## config.mk

```make
export PLATFORM = sky130hd
export DESIGN_NAME = ppm_p6_stream_parser_core
export DESIGN_NICKNAME = d
export VERILOG_FILES = /design/src/rtl/core/ppmp6_pkg.sv /design/src/rtl/core/ppmp6_step.sv /design/src/rtl/core/ppm_p6_stream_parser_core.sv
export SDC_FILE = /design/constraint.sdc
export NUM_CORES = 1
export LEC_CHECK = 0
export ABC_CLOCK_PERIOD_IN_PS = 9800
export BUFFER_PORTS_ARGS = -buffer_cell sky130_fd_sc_hd__buf_2
export CAP_MARGIN = 20
export CORE_ASPECT_RATIO = 1.5
export CORE_MARGIN = 2
export CORE_UTILIZATION = 40
export DETAILED_ROUTE_END_ITERATION = 7
export HOLD_SLACK_MARGIN = 0.03
export PLACE_DENSITY_LB_ADDON = 0.08
export SETUP_SLACK_MARGIN = 0.5
export SLEW_MARGIN = 30
export SYNTH_ARGS = -nofsm -noshare
export SYNTH_HDL_FRONTEND = slang
export SYNTH_HIERARCHICAL = 1
export SYNTH_SLANG_ARGS = --single-unit
```

## constraint.sdc

```tcl
create_clock -name clk -period 9.8 [get_ports clk]
set_input_delay 1.96 -clock clk [delete_from_list [all_inputs] [get_ports clk]]
set_output_delay 1.96 -clock clk [all_outputs]
set_load 0.03 [all_outputs]
```

## src/rtl/core/ppmp6_pkg.sv

```systemverilog
package ppmp6_pkg;

  localparam int unsigned TOKEN_MAX_BYTES = 15;

  localparam logic [7:0] CH_P     = 8'h50;
  localparam logic [7:0] CH_6     = 8'h36;
  localparam logic [7:0] CH_HASH  = 8'h23;
  localparam logic [7:0] CH_LF    = 8'h0A;
  localparam logic [7:0] CH_TAB   = 8'h09;
  localparam logic [7:0] CH_CR    = 8'h0D;
  localparam logic [7:0] CH_SPACE = 8'h20;
  localparam logic [15:0] VALUE_SAT = 16'hFFFF;
  localparam logic [15:0] MAXVAL_LIMIT = 16'd255;

  typedef enum logic [2:0] {
    PH_MAGIC0     = 3'd0,
    PH_MAGIC1_OK  = 3'd1,
    PH_MAGIC1_BAD = 3'd2,
    PH_GAP        = 3'd3,
    PH_TOKEN      = 3'd4,
    PH_COMMENT    = 3'd5,
    PH_PIXELS     = 3'd6,
    PH_HALT       = 3'd7
  } phase_t;

  typedef enum logic [2:0] {
    EV_PIXEL       = 3'd0,
    EV_HEADER      = 3'd1,
    EV_BAD_MAGIC   = 3'd2,
    EV_TOKEN_LONG  = 3'd3,
    EV_MAXVAL_BIG  = 3'd4
  } event_t;

  typedef struct packed {
    phase_t      phase;
    logic [15:0] token_value;
    logic [3:0]  token_length;
    logic        digits_ended;
    logic [1:0]  field_index;
    logic [15:0] width_held;
    logic [15:0] height_held;
    logic [1:0]  byte_in_pixel;
    logic [7:0]  red_held;
    logic [7:0]  green_held;
    logic [31:0] pixels_left;
  } state_t;

  typedef struct packed {
    event_t      event_code;
    logic [7:0]  red;
    logic [7:0]  green;
    logic [7:0]  blue;
    logic [15:0] image_width;
    logic [15:0] image_height;
    logic [7:0]  max_value;
    logic        last_pixel;
  } result_t;

  typedef struct packed {
    logic        ended;
    logic [15:0] value;
  } token_acc_t;

  localparam state_t STATE_RESET = '{
    phase:         PH_MAGIC0,
    token_value:   16'd0,
    token_length:  4'd0,
    digits_ended:  1'b0,
    field_index:   2'd0,
    width_held:    16'd0,
    height_held:   16'd0,
    byte_in_pixel: 2'd0,
    red_held:      8'd0,
    green_held:    8'd0,
    pixels_left:   32'd0
  };

  function automatic logic is_blank(input logic [7:0] b);
    return (b == CH_SPACE) || (b >= CH_TAB && b <= CH_CR);
  endfunction

  // Folds one token byte into the running decimal value, saturating.
  function automatic token_acc_t take_char(input logic [15:0] value, input logic ended,
                                           input logic [7:0] b);
    token_acc_t  acc;
    logic [19:0] v;
    acc.ended = ended;
    acc.value = value;
    v = 20'(value) * 20'd10 + 20'(b[3:0]);
    if (!ended && b >= 8'h30 && b <= 8'h39) begin
      acc.value = (v > 20'(VALUE_SAT)) ? VALUE_SAT : v[15:0];
    end else begin
      acc.ended = 1'b1;
    end
    return acc;
  endfunction

endpackage

```

## src/rtl/core/ppmp6_step.sv

```systemverilog
module ppmp6_step (
  input  ppmp6_pkg::state_t  st,
  input  logic [7:0]         data_byte,
  input  logic               start_of_file,
  output ppmp6_pkg::state_t  st_next,
  output logic               res_valid,
  output ppmp6_pkg::result_t res
);

  ppmp6_pkg::state_t     cur;
  ppmp6_pkg::token_acc_t acc_fresh;
  ppmp6_pkg::token_acc_t acc_cont;
  logic [31:0]           area;

  assign cur       = start_of_file ? ppmp6_pkg::STATE_RESET : st;
  assign acc_fresh = ppmp6_pkg::take_char(16'd0, 1'b0, data_byte);
  assign acc_cont  = ppmp6_pkg::take_char(cur.token_value, cur.digits_ended, data_byte);
  assign area      = 32'(cur.width_held) * 32'(cur.height_held);

  always_comb begin
    st_next          = cur;
    res_valid        = 1'b0;
    res.event_code   = ppmp6_pkg::EV_PIXEL;
    res.red          = 8'd0;
    res.green        = 8'd0;
    res.blue         = 8'd0;
    res.image_width  = 16'd0;
    res.image_height = 16'd0;
    res.max_value    = 8'd0;
    res.last_pixel   = 1'b0;

    unique case (cur.phase)
      ppmp6_pkg::PH_MAGIC0: begin
        st_next.phase = (data_byte == ppmp6_pkg::CH_P) ? ppmp6_pkg::PH_MAGIC1_OK
                                                        : ppmp6_pkg::PH_MAGIC1_BAD;
      end
      ppmp6_pkg::PH_MAGIC1_OK, ppmp6_pkg::PH_MAGIC1_BAD: begin
        if (cur.phase == ppmp6_pkg::PH_MAGIC1_OK && data_byte == ppmp6_pkg::CH_6) begin
          st_next.phase = ppmp6_pkg::PH_GAP;
        end else begin
          res_valid      = 1'b1;
          res.event_code = ppmp6_pkg::EV_BAD_MAGIC;
          st_next.phase  = ppmp6_pkg::PH_HALT;
        end
      end
      ppmp6_pkg::PH_GAP: begin
        if (data_byte == ppmp6_pkg::CH_HASH) begin
          st_next.phase = ppmp6_pkg::PH_COMMENT;
        end else if (!ppmp6_pkg::is_blank(data_byte)) begin
          st_next.token_value  = acc_fresh.value;
          st_next.digits_ended = acc_fresh.ended;
          st_next.token_length = 4'd1;
          st_next.phase        = ppmp6_pkg::PH_TOKEN;
        end
      end
      ppmp6_pkg::PH_COMMENT: begin
        if (data_byte == ppmp6_pkg::CH_LF) begin
          st_next.phase = ppmp6_pkg::PH_GAP;
        end
      end
      ppmp6_pkg::PH_TOKEN: begin
        if (!ppmp6_pkg::is_blank(data_byte)) begin
          if (cur.token_length >= 4'(ppmp6_pkg::TOKEN_MAX_BYTES)) begin
            res_valid      = 1'b1;
            res.event_code = ppmp6_pkg::EV_TOKEN_LONG;
            st_next.phase  = ppmp6_pkg::PH_HALT;
          end else begin
            st_next.token_length = cur.token_length + 4'd1;
            st_next.token_value  = acc_cont.value;
            st_next.digits_ended = acc_cont.ended;
          end
        end else begin
          st_next.phase = ppmp6_pkg::PH_GAP;
          // A zero token leaves the field unfilled, so the next token retries it.
          if (cur.token_value != 16'd0) begin
            if (cur.field_index == 2'd0) begin
              st_next.width_held  = cur.token_value;
              st_next.field_index = 2'd1;
            end else if (cur.field_index == 2'd1) begin
              st_next.height_held = cur.token_value;
              st_next.field_index = 2'd2;
            end else if (cur.token_value > ppmp6_pkg::MAXVAL_LIMIT) begin
              res_valid      = 1'b1;
              res.event_code = ppmp6_pkg::EV_MAXVAL_BIG;
              st_next.phase  = ppmp6_pkg::PH_HALT;
            end else begin
              res_valid             = 1'b1;
              res.event_code        = ppmp6_pkg::EV_HEADER;
              res.image_width       = cur.width_held;
              res.image_height      = cur.height_held;
              res.max_value         = cur.token_value[7:0];
              st_next.pixels_left   = area;
              st_next.byte_in_pixel = 2'd0;
              st_next.phase = (area != 32'd0) ? ppmp6_pkg::PH_PIXELS : ppmp6_pkg::PH_HALT;
            end
          end
        end
      end
      ppmp6_pkg::PH_PIXELS: begin
        if (cur.byte_in_pixel == 2'd0) begin
          st_next.red_held      = data_byte;
          st_next.byte_in_pixel = 2'd1;
        end else if (cur.byte_in_pixel == 2'd1) begin
          st_next.green_held    = data_byte;
          st_next.byte_in_pixel = 2'd2;
        end else begin
          st_next.byte_in_pixel = 2'd0;
          st_next.pixels_left   = cur.pixels_left - 32'd1;
          res_valid      = 1'b1;
          res.event_code = ppmp6_pkg::EV_PIXEL;
          res.red        = cur.red_held;
          res.green      = cur.green_held;
          res.blue       = data_byte;
          if (cur.pixels_left == 32'd1) begin
            res.last_pixel = 1'b1;
            st_next.phase  = ppmp6_pkg::PH_HALT;
          end
        end
      end
      ppmp6_pkg::PH_HALT: begin
      end
      default: begin
      end
    endcase
  end

endmodule

```

## src/rtl/core/ppm_p6_stream_parser_core.sv

```systemverilog
// PPM (P6) stream parser: takes one file byte per clock and emits at most one
// result word per byte: a header word once width, height and maxval are read, then
// one word per RGB pixel with last_pixel on the final one, or an error word that
// halts the parser until a byte arrives with start_of_file set. Sustained rate is
// one byte per clock; a byte passes an input register, one pass through the parse
// step logic (whose longest path is the 16x16 width*height multiply taken on the
// byte that ends maxval) and the result register, which presents each result word
// and holds it until it is taken.
// Backpressure on the result side stalls the input.
module ppm_p6_stream_parser_core (
  input  logic        clk,
  input  logic        rst,
  input  logic        in_valid,
  output logic        in_ready,
  input  logic [7:0]  data_byte,
  input  logic        start_of_file,
  output logic        out_valid,
  input  logic        out_ready,
  output logic [2:0]  event_code,
  output logic [7:0]  red,
  output logic [7:0]  green,
  output logic [7:0]  blue,
  output logic [15:0] image_width,
  output logic [15:0] image_height,
  output logic [7:0]  max_value,
  output logic        last_pixel
);

  logic               stall;
  logic               s0_valid;
  logic [7:0]         s0_byte;
  logic               s0_sof;
  ppmp6_pkg::state_t  st;
  ppmp6_pkg::state_t  st_next;
  logic               res_valid;
  ppmp6_pkg::result_t res;
  ppmp6_pkg::result_t out_res;

  assign stall    = out_valid && !out_ready;
  assign in_ready = !stall;

  ppmp6_step u_step (
    .st            (st),
    .data_byte     (s0_byte),
    .start_of_file (s0_sof),
    .st_next       (st_next),
    .res_valid     (res_valid),
    .res           (res)
  );

  always_ff @(posedge clk) begin
    if (rst) begin
      s0_valid  <= 1'b0;
      out_valid <= 1'b0;
      st        <= ppmp6_pkg::STATE_RESET;
    end else if (!stall) begin
      s0_valid  <= in_valid;
      out_valid <= s0_valid && res_valid;
      if (s0_valid) begin
        st <= st_next;
      end
    end
  end

  always_ff @(posedge clk) begin
    if (!stall) begin
      s0_byte <= data_byte;
      s0_sof  <= start_of_file;
      out_res <= res;
    end
  end

  assign event_code   = out_res.event_code;
  assign red          = out_res.red;
  assign green        = out_res.green;
  assign blue         = out_res.blue;
  assign image_width  = out_res.image_width;
  assign image_height = out_res.image_height;
  assign max_value    = out_res.max_value;
  assign last_pixel   = out_res.last_pixel;

  a_last_is_pixel: assert property (@(posedge clk) disable iff (rst)
    out_valid && last_pixel |-> event_code == ppmp6_pkg::EV_PIXEL)
    else $error("last_pixel set on a word that is not a pixel");

  a_rgb_zero: assert property (@(posedge clk) disable iff (rst)
    out_valid && event_code != ppmp6_pkg::EV_PIXEL |-> red == 8'd0 && green == 8'd0
      && blue == 8'd0)
    else $error("pixel samples nonzero on a non-pixel word");

  a_pixels_left: assert property (@(posedge clk) disable iff (rst)
    st.phase == ppmp6_pkg::PH_PIXELS |-> st.pixels_left != 32'd0)
    else $error("pixel phase with no pixels left");

  a_byte_slot: assert property (@(posedge clk) disable iff (rst)
    st.byte_in_pixel != 2'd3)
    else $error("byte position within pixel out of range");

endmodule

```

# Word-level counts from Yosys, hierarchy flattened
# Index checks and enable logic that the tools add are counted.
# totals
ff_bits,187
inputBits,13
output_inout_bits,70
wordCells,146
# op_classes
addsub,3
multipliers,2
magnitude_cmp,8
eq_ne,14
muxes,71
n_bitwise,5
n_reduce_logical,20
# ops
op,count
32-bit two-way mux,6
16-bit two-way mux,7
108-bit two-way mux,1
36-bit two-way mux,2
32-bit one-hot mux with 2 select lines,1
21-bit two-way mux,3
3-bit two-way mux,17
24-bit two-way mux,2
21-bit one-hot mux with 2 select lines,1
40-bit two-way mux,1
34-bit two-way mux,1
"32-bit by 1-bit equality test with 1-bit output, second input constant",1
16-bit by 16-bit multiplier with 32-bit output,1
32-bit nonzero test,1
"32-bit by 1-bit subtractor with 32-bit output, second input constant",1
27-bit two-way mux,1
"8-bit by 6-bit equality test with 1-bit output, second input constant",3
20-bit by 4-bit adder with 20-bit output,1
"20-bit by 16-bit greater-than comparator with 1-bit output, second input constant",1
"16-bit by 3-bit multiplier with 19-bit output, second input constant",1
18-bit two-way mux,1
2-bit two-way mux,9
3-bit one-hot mux with 6 select lines,1
"16-bit by 8-bit greater-than comparator with 1-bit output, second input constant",1
other kinds (29),58

# Logic depth before layout (Yosys ltp)
# Gate-level depths: netlist (run 1).
# depth
depth_word,10
depth_mapped,31
mapped_depth_nobuf,25

# Modules after synthesis
# The synthesis (run 1) kept the hierarchy.
# modules_own_cells
module,instances,cells_each,area_each_um2,seq_area_each_um2
ppmp6_step,1,1861,13634.3,0.0
ppm_p6_stream_parser_core,1,578,7068.0,4514.3

# Worst setup path after synthesis (run 1)
# Ideal clock, no wire load.
# synth_path
kind,reg-to-reg
start,register s0_sof
end,"register, netlist name st[105]"
setup_time_ps,74
t_arrival_ps,7507
required_ps,9726
setup_slack_ps,2219
path_stages_with_launch,28
n_path_buf,6
period_less_slack_ps,7581
path_cell_list,edfxtp_1 -> clkbuf_1 -> clkbuf_1 -> clkbuf_1 -> clkbuf_1 -> nor2b_1 -> clkbuf_1 -> nand2_1 -> fa_1 -> fa_1 -> fa_1 -> fa_1 -> fa_1 -> fa_1 -> inv_1 -> ha_1 -> buf_2 -> a21o_1 -> a2111oi_2 -> o21ai_1 -> a211o_1 -> a311o_1 -> a21o_1 -> a2111oi_0 -> nand4_1 -> o21ai_1 -> nand4b_1 -> o21ai_0
# synth_rtl
item,line_no,source
from (decl),ppm_p6_stream_parser_core.sv:32,logic s0_sof;
from (signal assigned),ppm_p6_stream_parser_core.sv:68,s0_sof <= start_of_file;

==> flow_metrics.tcl, run 1 <==
set metrics [dict create \
    die_area_mm2 0.0536 \
    setup_ws_ns 1.78 \
    power_switching_uw 476 \
    rsz0062_at_grt "false" \
    power_frac_clock 0.456 \
    cp-start-kind "flip-flop" \
    tightest_slew_ns 1.06 \
    grt.total_usage 0.271 \
    max_stage_delay_ns 0.66 \
    min_period_ns 8.02 \
    synth_area_mm2 0.0207 \
    tns_ns 0 \
    postCtsSetupBuffers 0 \
    cts_max_level 4 \
    cts.sinks 187 \
    crit_slowest_cell "edfxtp_1" \
    min_to "st[85]" \
    wl_per_cell_um 23.0 \
    fin_util 0.433 \
    dp_hpwl_mm 53.2 \
    worst_ep_required_time_ns 10.21 \
    cts_made_buffers 17 \
    io_pins 83 \
    holdPathStages 2 \
    drive_above_1_share 0.0889 \
    overflow 0 \
    num_rows 102 \
    cts_buffer_depth 2 \
    antenna_found_initial 4 \
    ant_nets 0 \
    ctsResizeCount 0 \
    ir_worst_vdd_uv 124 \
    routed_wl_mm 71.5 \
    seqPwrFrac 0.493 \
    antenna_cells 0 \
    crit_chain "buf_8 > buf_4 > nor2b_1 > buf_4 > nand2_1 > fa_1 > fa_1 > fa_1 > fa_1 > fa_1 > fa_1 > inv_1 > ha_1 > a21o_1 > a2111oi_2 > o21ai_1 > a211o_1 > a311o_1 > a21o_1 > a2111oi_0 > nand4_1 > o21ai_1 > nand4b_1 > o21ai_0" \
    cts_root_buffer "clkbuf_16" \
    clk_latency_ns 0.49 \
    reg2reg_from "s0_sof" \
    finalHoldViolations 0 \
    end_kind "flip-flop" \
    syn-instance-count 2439 \
    setup_viol 0 \
    crit_top_cell "fa_1" \
    syn2layout_area_growth_pct 7.68 \
    clock_skew_ns 0.0255 \
    ys.flop_type "dfxtp_1" \
    design_area_mm2 0.0223 \
    yosysUniqueCellTypes 86 \
    finalCritPeriodShare 0.818 \
    worst_hold_slack_ns 0.477 \
    gp_congestion 0.879 \
    port_buffers 82 \
    layout.nets 2768 \
    path_clk_slew_ns 0.09 \
    async_flop_share 0 \
    place_inst 3074 \
    reg2regPathDepth 24 \
    holdBufCountCts 0 \
    dieHeight_um 283 \
    hp-class "flip-flop to flip-flop" \
    grt_first_pass_wirelength_mm 109 \
    post-place-ws_ns 1.58 \
    sw_frac_of_total 0.286 \
    power_density_mw_per_mm2 74.7 \
    synth-seq-cells 187 \
    power_frac_comb 0.051 \
    coreArea_mm2 0.0514 \
    maxSlewHeadroom 0.286 \
    drc 0 \
    status "finished clean" \
    p_leak_nw 9.02 \
    arrival_ns 8.43 \
    regToRegSetupSlack_ns 1.78 \
    drtPass1Iterations 7 \
    grt_max_degree 99 \
    critPathTopFamily "adder cells" \
    vias 17900 \
    critPathKind "flip-flop to flip-flop" \
    syn-num-nets 2789 \
    r2r_end "st[105]" \
    cts_tree "yes" \
    ys_warn_count 6 \
    p_int_mw 1.19 \
    grt_pass1_vias 18100 \
    synth-seq-area-share 0.218 \
    fmax_mhz 125 \
    dpl_cell_area_mm2 0.0216 \
    hp-start "st[85]" \
    crit_fanout 11 \
    report.final.slew_viol_count 0 \
    cap_violations 0 \
    drt_iter0_drc 1174 \
    avgSynthCellArea_um2 8.49 \
    initial_core_util 0.403 \
    synth_edf_count 77 \
    viasPerCell 5.76 \
    fin_total_pwr_mw 1.67 \
    instances_no_fill 3107 \
    die_w_um 190 \
    path_buf_inv 4 \
]
sequential cells by signal (all words and copies together) (netlist names):
register	count
st	108
green	8
max_value	8
last_pixel	1
out_valid	1
s0_valid	1
red	8
event_code	3
s0_sof	1
blue	8
image_height	16
image_width	16
s0_byte	8
worst max path at each step:
stage	start	end	cells past startpoint
2_1_floorplan	s0_sof	st[105]	27
3_3_place_gp	s0_sof	st[105]	21
3_5_place_dp	s0_sof	st[105]	22
4_1_cts	s0_sof	st[105]	22
5_1_grt	s0_sof	st[105]	24
6_report	s0_sof	st[105]	24
worst register-to-register path: cells and delay by family (launching register included):
| kind | cells | cell delay (ns) |
|---|---|---|
| DFF | 1 | 0.66 |
| AOI/OAI and AO/OA | 9 | 2.38 |
| and+or+nand+nor | 4 | 0.69 |
| buffers and inverters | 4 | 0.80 |
| adders and majority gates | 7 | 3.43 |
cell families after synthesis:
group,Yosys count,synth area share
DFF,187,0.218
adders and majority gates,337,0.275
and+or+nand+nor,1007,0.269
muxes,17,0.00876
AOI/OAI and AO/OA,474,0.143
buffers and inverters,382,0.0714
xor gates and xnor gates,35,0.0152
cells in the mapped netlist, drive strengths merged (5+ instances only):
master	count	share of area
and2	138	0.042
nor2b	44	0.013
o311ai	6	0.0025
mux2i	8	0.0039
nor2	99	0.018
xnor2	20	0.0088
clkbuf	145	0.026
nand3b	6	0.0024
edfxtp	77	0.11
buf	21	0.0060
a2111oi	9	0.0050
inv	216	0.039
dfxtp	110	0.11
nand4	9	0.0030
nor3	34	0.0082
a211oi	11	0.0042
a22oi	13	0.0047
nand3	29	0.0070
o31ai	5	0.0018
xor2	15	0.0063
a21o	16	0.0058
a21oi	70	0.017
nor4	16	0.0056
o32ai	5	0.0021
o211ai	11	0.0040
o21bai	7	0.0025
o21ai	237	0.061
fa	196	0.19
nand4b	115	0.049
or3	13	0.0039
o221ai	6	0.0025
nand2	320	0.058
ha	141	0.085
mux2	9	0.0049
nand2b	115	0.035
and3	45	0.014
nor3b	6	0.0027
o21a	12	0.0044
a31oi	19	0.0057
o22ai	8	0.0024
layout by cell type, fill, tap and decap left out, types with 98 or more instances in the layout:
| cell | netlist | final |
|---|---|---|
| nand2_1 | 320 | 320 |
| inv_1 | 216 | 215 |
| nor2_1 | 99 | 98 |
| nand2b_1 | 114 | 114 |
| dfxtp_1 | 110 | 109 |
| nand4b_1 | 115 | 115 |
| fa_1 | 196 | 196 |
| and2_1 | 137 | 137 |
| ha_1 | 141 | 141 |
| o21ai_0 | 208 | 208 |
cell type report:
type                    instances  area, µm²
fillers                      5126      29100
multi-input cells            1870      14700
clock inverters                15        208
flip-flops and latches        187       4520
clock buffers                  17        425
inverters                     216        811
repair buffers                126        751
well taps                     676        846
power groups by stage:
stage          clock network, mW  registers, mW  logic (mW)
2_1_floorplan                  0          0.837      0.0578
3_3_place_gp                   0          0.840      0.0819
3_5_place_dp                   0          0.840      0.0823
4_1_cts                    0.778          0.822      0.0823
5_1_grt                    0.800          0.823      0.0895
6_report                   0.760          0.821      0.0841
metal layers:
metal	GRT usage	wire (µm)	up-vias
li1	-	-	8298
met1	0.314	27600	8932
met2	0.489	37200	531
met3	0.0278	2920	138
met4	0.144	3770	0
met5	0	0	-
(Power assumes the default switching activity.)
==> run 2, diff against run 1 <==
--- a/config.mk
+++ b/config.mk
@@ -5,7 +5,8 @@
 export SDC_FILE = /design/constraint.sdc
 export NUM_CORES = 1
 export LEC_CHECK = 0
-export ABC_CLOCK_PERIOD_IN_PS = 9800
+export ABC_AREA = 1
+export ABC_CLOCK_PERIOD_IN_PS = 8400
 export BUFFER_PORTS_ARGS = -buffer_cell sky130_fd_sc_hd__buf_2
 export CAP_MARGIN = 20
 export CORE_ASPECT_RATIO = 1.5
==> constraint.sdc (replaced) <==
create_clock -name clk -period 8.4 [get_ports clk]
set_input_delay 1.68 -clock clk [delete_from_list [all_inputs] [get_ports clk]]
set_output_delay 1.68 -clock clk [all_outputs]
set_load 0.03 [all_outputs]
==> run 2 against run 1 <==
Worst hold slack better by 0.0054 ns. Global-route usage is 1.1 points higher. Count of clock-buffer cells in the layout stayed put. Clock power is 16% higher. Routed wire length is 8.8% higher. Combinational power grew to 6.8 times the previous value. Critical path type unchanged.
==> flow_metrics.tcl, run 2 <==
set metrics [dict create \
    cap_violations 0 \
    synth_area_mm2 0.0217 \
    routed_wl_mm 77.8 \
    power_frac_clock 0.355 \
    p_int_mw 1.60 \
    tightest_slew_ns 1.01 \
    power_frac_comb 0.231 \
    worst_ep_required_time_ns 8.79 \
    top_register "st" \
    synth.most_common_cell "nand2_1" \
    dpl_cell_area_mm2 0.0226 \
    grt_max_degree 120 \
    die_w_um 194 \
    antenna_cells 0 \
    synth_top_cell_area_share 0.181 \
    dp_hpwl_mm 61.2 \
    clk_latency_ns 0.50 \
    design_area_mm2 0.0232 \
    drtPass1Iterations 5 \
    io_pins 83 \
    synth-seq-cells 187 \
    drt_iter0_drc 1196 \
    sw_frac_of_total 0.353 \
    syn2layout_area_growth_pct 6.89 \
    instances_no_fill 3846 \
    cts_tree "yes" \
    crit_top_cell "fa_1" \
    cts_root_buffer "clkbuf_16" \
    grt.total_usage 0.281 \
    syn-num-nets 3475 \
    layout_common_cells "714 x nand2_1, 535 x inv_1, 421 x nor2_1, 252 x nand3_1, 210 x a21oi_1" \
    finalCritPeriodShare 0.897 \
    hp-class "flip-flop to flip-flop" \
    final_common_cell "nand2_1" \
    gp_congestion 0.945 \
    crit_fanout 17 \
    critPathKind "flip-flop to flip-flop" \
    worst_hold_slack_ns 0.482 \
    clock_skew_ns 0.0198 \
    avgSynthCellArea_um2 6.94 \
    largest_reg_flops 108 \
    holdPathStages 2 \
    overflow 0 \
    ys.flop_type "dfxtp_1" \
    fmax_mhz 133 \
    syn-instance-count 3125 \
    dieHeight_um 289 \
    min_period_ns 7.53 \
    ir_worst_vdd_uv 172 \
    tns_ns 0 \
    port_buffers 82 \
    power_switching_uw 875 \
    cp-start-kind "flip-flop" \
    seqPwrFrac 0.415 \
    crit_slowest_cell "edfxtp_1" \
    grt_first_pass_wirelength_mm 121 \
    arrival_ns 7.92 \
    vias 20400 \
    coreArea_mm2 0.0536 \
    num_rows 104 \
    grt_pass1_vias 20600 \
    initial_core_util 0.404 \
    synth_edf_count 77 \
    maxSlewHeadroom 0.328 \
    synth_common_cells "714 x nand2_1, 535 x inv_1, 424 x nor2_1, 252 x nand3_1, 210 x a21oi_1" \
    async_flop_share 0 \
    die_area_mm2 0.0561 \
    finalHoldViolations 0 \
    drive_above_1_share 0.0665 \
    p_leak_nw 10.7 \
    layout.nets 3494 \
    drc 0 \
    power_density_mw_per_mm2 107 \
    cts.sinks 187 \
    cts_made_buffers 17 \
    wl_per_cell_um 20.2 \
    synth-seq-area-share 0.208 \
    cts_max_level 4 \
    ant_nets 0 \
    viasPerCell 5.31 \
    place_inst 3814 \
    report.final.slew_viol_count 0 \
    reg2regPathDepth 27 \
    synth_top_area_cell "fa_1" \
    antenna_found_initial 0 \
    cts_buffer_depth 2 \
    status "finished clean" \
    postCtsSetupBuffers 0 \
    ys_warn_count 6 \
    setup_viol 0 \
    max_stage_delay_ns 0.72 \
    yosysUniqueCellTypes 51 \
    end_kind "flip-flop" \
    path_clk_slew_ns 0.08 \
    synth.area.top_cells "fa_1 18%, nand2_1 12%, edfxtp_1 11%, dfxtp_1 10%, inv_1 9.3%" \
    rsz0062_at_grt "false" \
]
run 2: routing by layer:
layer / track usage / vias to the layer above / share of wire
met3: 0.0300 / 162 / 0.039
li1: - / 9871 / -
met1: 0.322 / 9789 / 0.39
met4: 0.148 / 0 / 0.058
met2: 0.515 / 590 / 0.51
met5: 0 / - / 0
run 2: final cells by class:
class                      count  area (µm²)
tap                          689         862
inverter                     559        2100
clock inverter                15         164
timing repair buffer         118         684
clock buffer                  17         425
multi-input combinational   2261       14400
fill                        5767       30400
sequential                   187        4520
run 2: repair_timing:
item | 4_1_cts | 5_1_grt
resized for setup | 0 | 1
hold buffers | 0 | 0
endpoints found under the setup margin | 0 | 4
run 2: metrics by stage:
| stage | setup WS (ns) | util | power, mW |
|---|---|---|---|
| CTS | 0.590 | 0.432 | 2.50 |
| global route | 0.512 | 0.432 | 2.61 |
| global placement | 0.574 | 0.421 | 1.61 |
| floorplan | 1.69 | - | 1.43 |
| finish | 0.867 | 0.432 | 2.48 |
| detailed placement | 0.640 | 0.421 | 1.61 |
run 2: power by group through the flow:
stage	combinational, mW	clock [mW]	sequential, mW
6_report	0.572	0.879	1.03
5_1_grt	0.640	0.933	1.03
4_1_cts	0.573	0.903	1.03
3_5_place_dp	0.567	0	1.05
3_3_place_gp	0.567	0	1.05
2_1_floorplan	0.400	0	1.03
run 2: final timing paths:
path	slack, ns	end	start
hold / removal	0.48	st[25]	st[25]
hold reg to reg	0.48	st[25]	st[25]
setup reg to reg	0.87	st[25]	s0_sof
setup / recovery	0.87	st[25]	s0_sof
run 2: cells by family (layout without fill, tap and decap cells):
kind of cell               after synthesis  after routing  share of synthesized area
and+or+nand+nor                       1507           1507                      0.291
DFF                                    187            187                      0.208
AOI/OAI and AO/OA                      387            387                     0.0982
buffers and inverters                  677            709                      0.128
xor gates and xnor gates                30             30                     0.0121
adders and majority gates              337            337                      0.262
run 2: critical path, delay by kind of cell (launching register included):
family | cells | cell delay [ns]
AOI/OAI and AO/OA | 3 | 0.63
DFF | 1 | 0.72
and+or+nand+nor | 12 | 2.03
adders and majority gates | 7 | 3.33
buffers and inverters | 5 | 0.69
==> run 3, diff against run 2 <==
--- a/config.mk
+++ b/config.mk
@@ -13,6 +13,7 @@
 export CORE_MARGIN = 2
 export CORE_UTILIZATION = 40
 export DETAILED_ROUTE_END_ITERATION = 7
+export GPL_TIMING_DRIVEN = 0
 export HOLD_SLACK_MARGIN = 0.03
 export PLACE_DENSITY_LB_ADDON = 0.08
 export SETUP_SLACK_MARGIN = 0.5
==> run 3 against run 2 <==
The flow now finishes with violations (DRC). Sequential cell count unchanged. Clock skew down 0.0016 ns. Setup slack got worse by 0.17 ns. Largest power group unchanged. Cell area is 3.0% higher. Largest cell class unchanged. First-iteration DRC count increased by 23%.
==> flow_metrics.tcl, run 3 (same netlist as run 2, synthesis figures left out) <==
set metrics [dict create \
    grt.total_usage 0.302 \
    initial_core_util 0.404 \
    antenna_cells 0 \
    layout.nets 3583 \
    rsz0062_at_grt "false" \
    final_common_cell "nand2_1" \
    critPathKind "flip-flop to flip-flop" \
    crit_fanout 10 \
    worstSetupEndpoint "st[105]" \
    regToRegSetupSlack_ns 0.70 \
    layout_common_cells "705 x nand2_1, 527 x inv_1, 415 x nor2_1, 252 x nand3_1, 206 x a21oi_1" \
    power_density_mw_per_mm2 106 \
    crit_start "s0_sof" \
    viasPerCell 5.39 \
    dp_hpwl_mm 68.2 \
    clock_skew_ns 0.0182 \
    worst_ep_required_time_ns 8.84 \
    antenna_found_initial 2 \
    fmax_mhz 130 \
    cap_violations 0 \
    seqPwrFrac 0.404 \
    drive_above_1_share 0.0915 \
    reg2regPathDepth 36 \
    p_leak_nw 10.9 \
    tightest_slew_ns 1.01 \
    fillers 5683 \
    drt_iter0_drc 1477 \
    ir_worst_vdd_uv 161 \
    gp_congestion 0.951 \
    cp-start-kind "flip-flop" \
    power_frac_comb 0.250 \
    maxSlewHeadroom 0.328 \
    cts_made_buffers 17 \
    arrival_ns 8.14 \
    syn2layout_area_growth_pct 10.1 \
    cts_max_level 4 \
    min_period_ns 7.70 \
    cts_root_buffer "clkbuf_16" \
    overflow 0 \
    drc 2 \
    p_int_mw 1.60 \
    hp-class "flip-flop to flip-flop" \
    violations "DRC" \
    r2r_end "st[105]" \
    end_kind "flip-flop" \
    num_rows 104 \
    grt_pass1_vias 21700 \
    finalCritPeriodShare 0.917 \
    vias 21200 \
    grt_first_pass_wirelength_mm 128 \
    die_area_mm2 0.0561 \
    status "finished, violations left" \
    port_buffers 82 \
    setup_viol 0 \
    die_w_um 194 \
    reg2reg_from "s0_sof" \
    largest_reg_flops 108 \
    dpl_cell_area_mm2 0.0230 \
    grt_max_degree 87 \
    max_stage_delay_ns 0.76 \
    cts_buffer_depth 2 \
    cts_tree "yes" \
    finalHoldViolations 0 \
    power_frac_clock 0.346 \
    holdPathStages 2 \
    top_register "st" \
    drtPass1Iterations 8 \
    routed_wl_mm 83.7 \
    cts.sinks 187 \
    dieHeight_um 289 \
    coreArea_mm2 0.0536 \
    crit_top_cell "nand2_1" \
    path_clk_slew_ns 0.09 \
    design_area_mm2 0.0239 \
    io_pins 83 \
    wl_per_cell_um 21.3 \
    report.final.slew_viol_count 0 \
    power_switching_uw 915 \
    sw_frac_of_total 0.363 \
    ant_nets 0 \
    clk_latency_ns 0.49 \
    crit_slowest_cell "clkbuf_1" \
    fin_util 0.445 \
]
[run 3: cell types whose count changed in the layout (fill, tap and decap cells not counted), sizes merged]
| cell | change |
|---|---|
| clkinvlp | +4 |
| clkinv | -4 |
| buf | +48 |
| clkbuf | +44 |
| inv | -1 |
| bufinv | -2 |
[run 3: final cells by class]
class | count | area [µm²] | area share
Multi-Input combinational cell | 2261 | 14600 | 0.610
Sequential cell | 187 | 4510 | 0.189
Inverter | 559 | 2130 | 0.0891
Tap cell | 689 | 862 | 0.0361
Buffer | 118 | 743 | 0.0312
Clock buffer | 20 | 479 | 0.0201
Timing Repair Buffer | 89 | 463 | 0.0194
Clock inverter | 12 | 111 | 0.00467
[run 3: how the worst min path moves through the flow]
stage	to	from	slack (ns)
after floorplan	st[71]	st[71]	0.45
after CTS	st[71]	st[71]	0.48
after detailed placement	st[71]	st[71]	0.46
after global routing	st[92]	st[92]	0.50
final	st[71]	st[71]	0.48
after global placement	st[86]	st[86]	0.46
[run 3: timing repair]
item	4_1_cts	5_1_grt
hold buffers	0	0
buffers inserted	3	4
hold endpoints to repair	0	0
pin swaps	1	3
gates resized for setup	46	41
setup endpoints to repair	25	11
[run 3: worst max-delay path: cells and delay by family (launching register included)]
family	cells	cell delay, ns
simple gates	18	2.01
buf+inv	11	1.93
flops	1	0.35
fa+ha+maj	7	3.32
[run 3: metrics by stage]
stage	total power, mW	TNS (ns)	setup slack (ns)	instances	hold WS, ns
after global routing	2.64	0	0.494	3935	0.505
after global placement	1.64	-10.98	-1.08	3896	0.462
after CTS	2.53	0	0.515	3931	0.483
after detailed placement	1.64	-11.27	-1.04	3896	0.464
after floorplan	1.43	0	1.69	3125	0.446
final	2.52	0	0.697	3935	0.483
[run 3: power groups by stage]
stage               combinational [mW]  sequential [mW]  clock (mW)
global placement                 0.605             1.04           0
global route                     0.694             1.02       0.923
detailed placement               0.606             1.04           0
CTS                              0.619             1.02       0.891
finish                           0.630             1.02       0.870
floorplan                        0.400             1.03           0
[run 3: routing by layer]
metal,share of wire,GRT usage,vias to the layer above,wire length (µm)
met2,0.51,0.561,725,43000
met4,0.066,0.185,4,5570
met1,0.37,0.327,10200,31100
met3,0.048,0.0375,234,4040
met5,0.00035,0,-,29
li1,-,-,10100,-
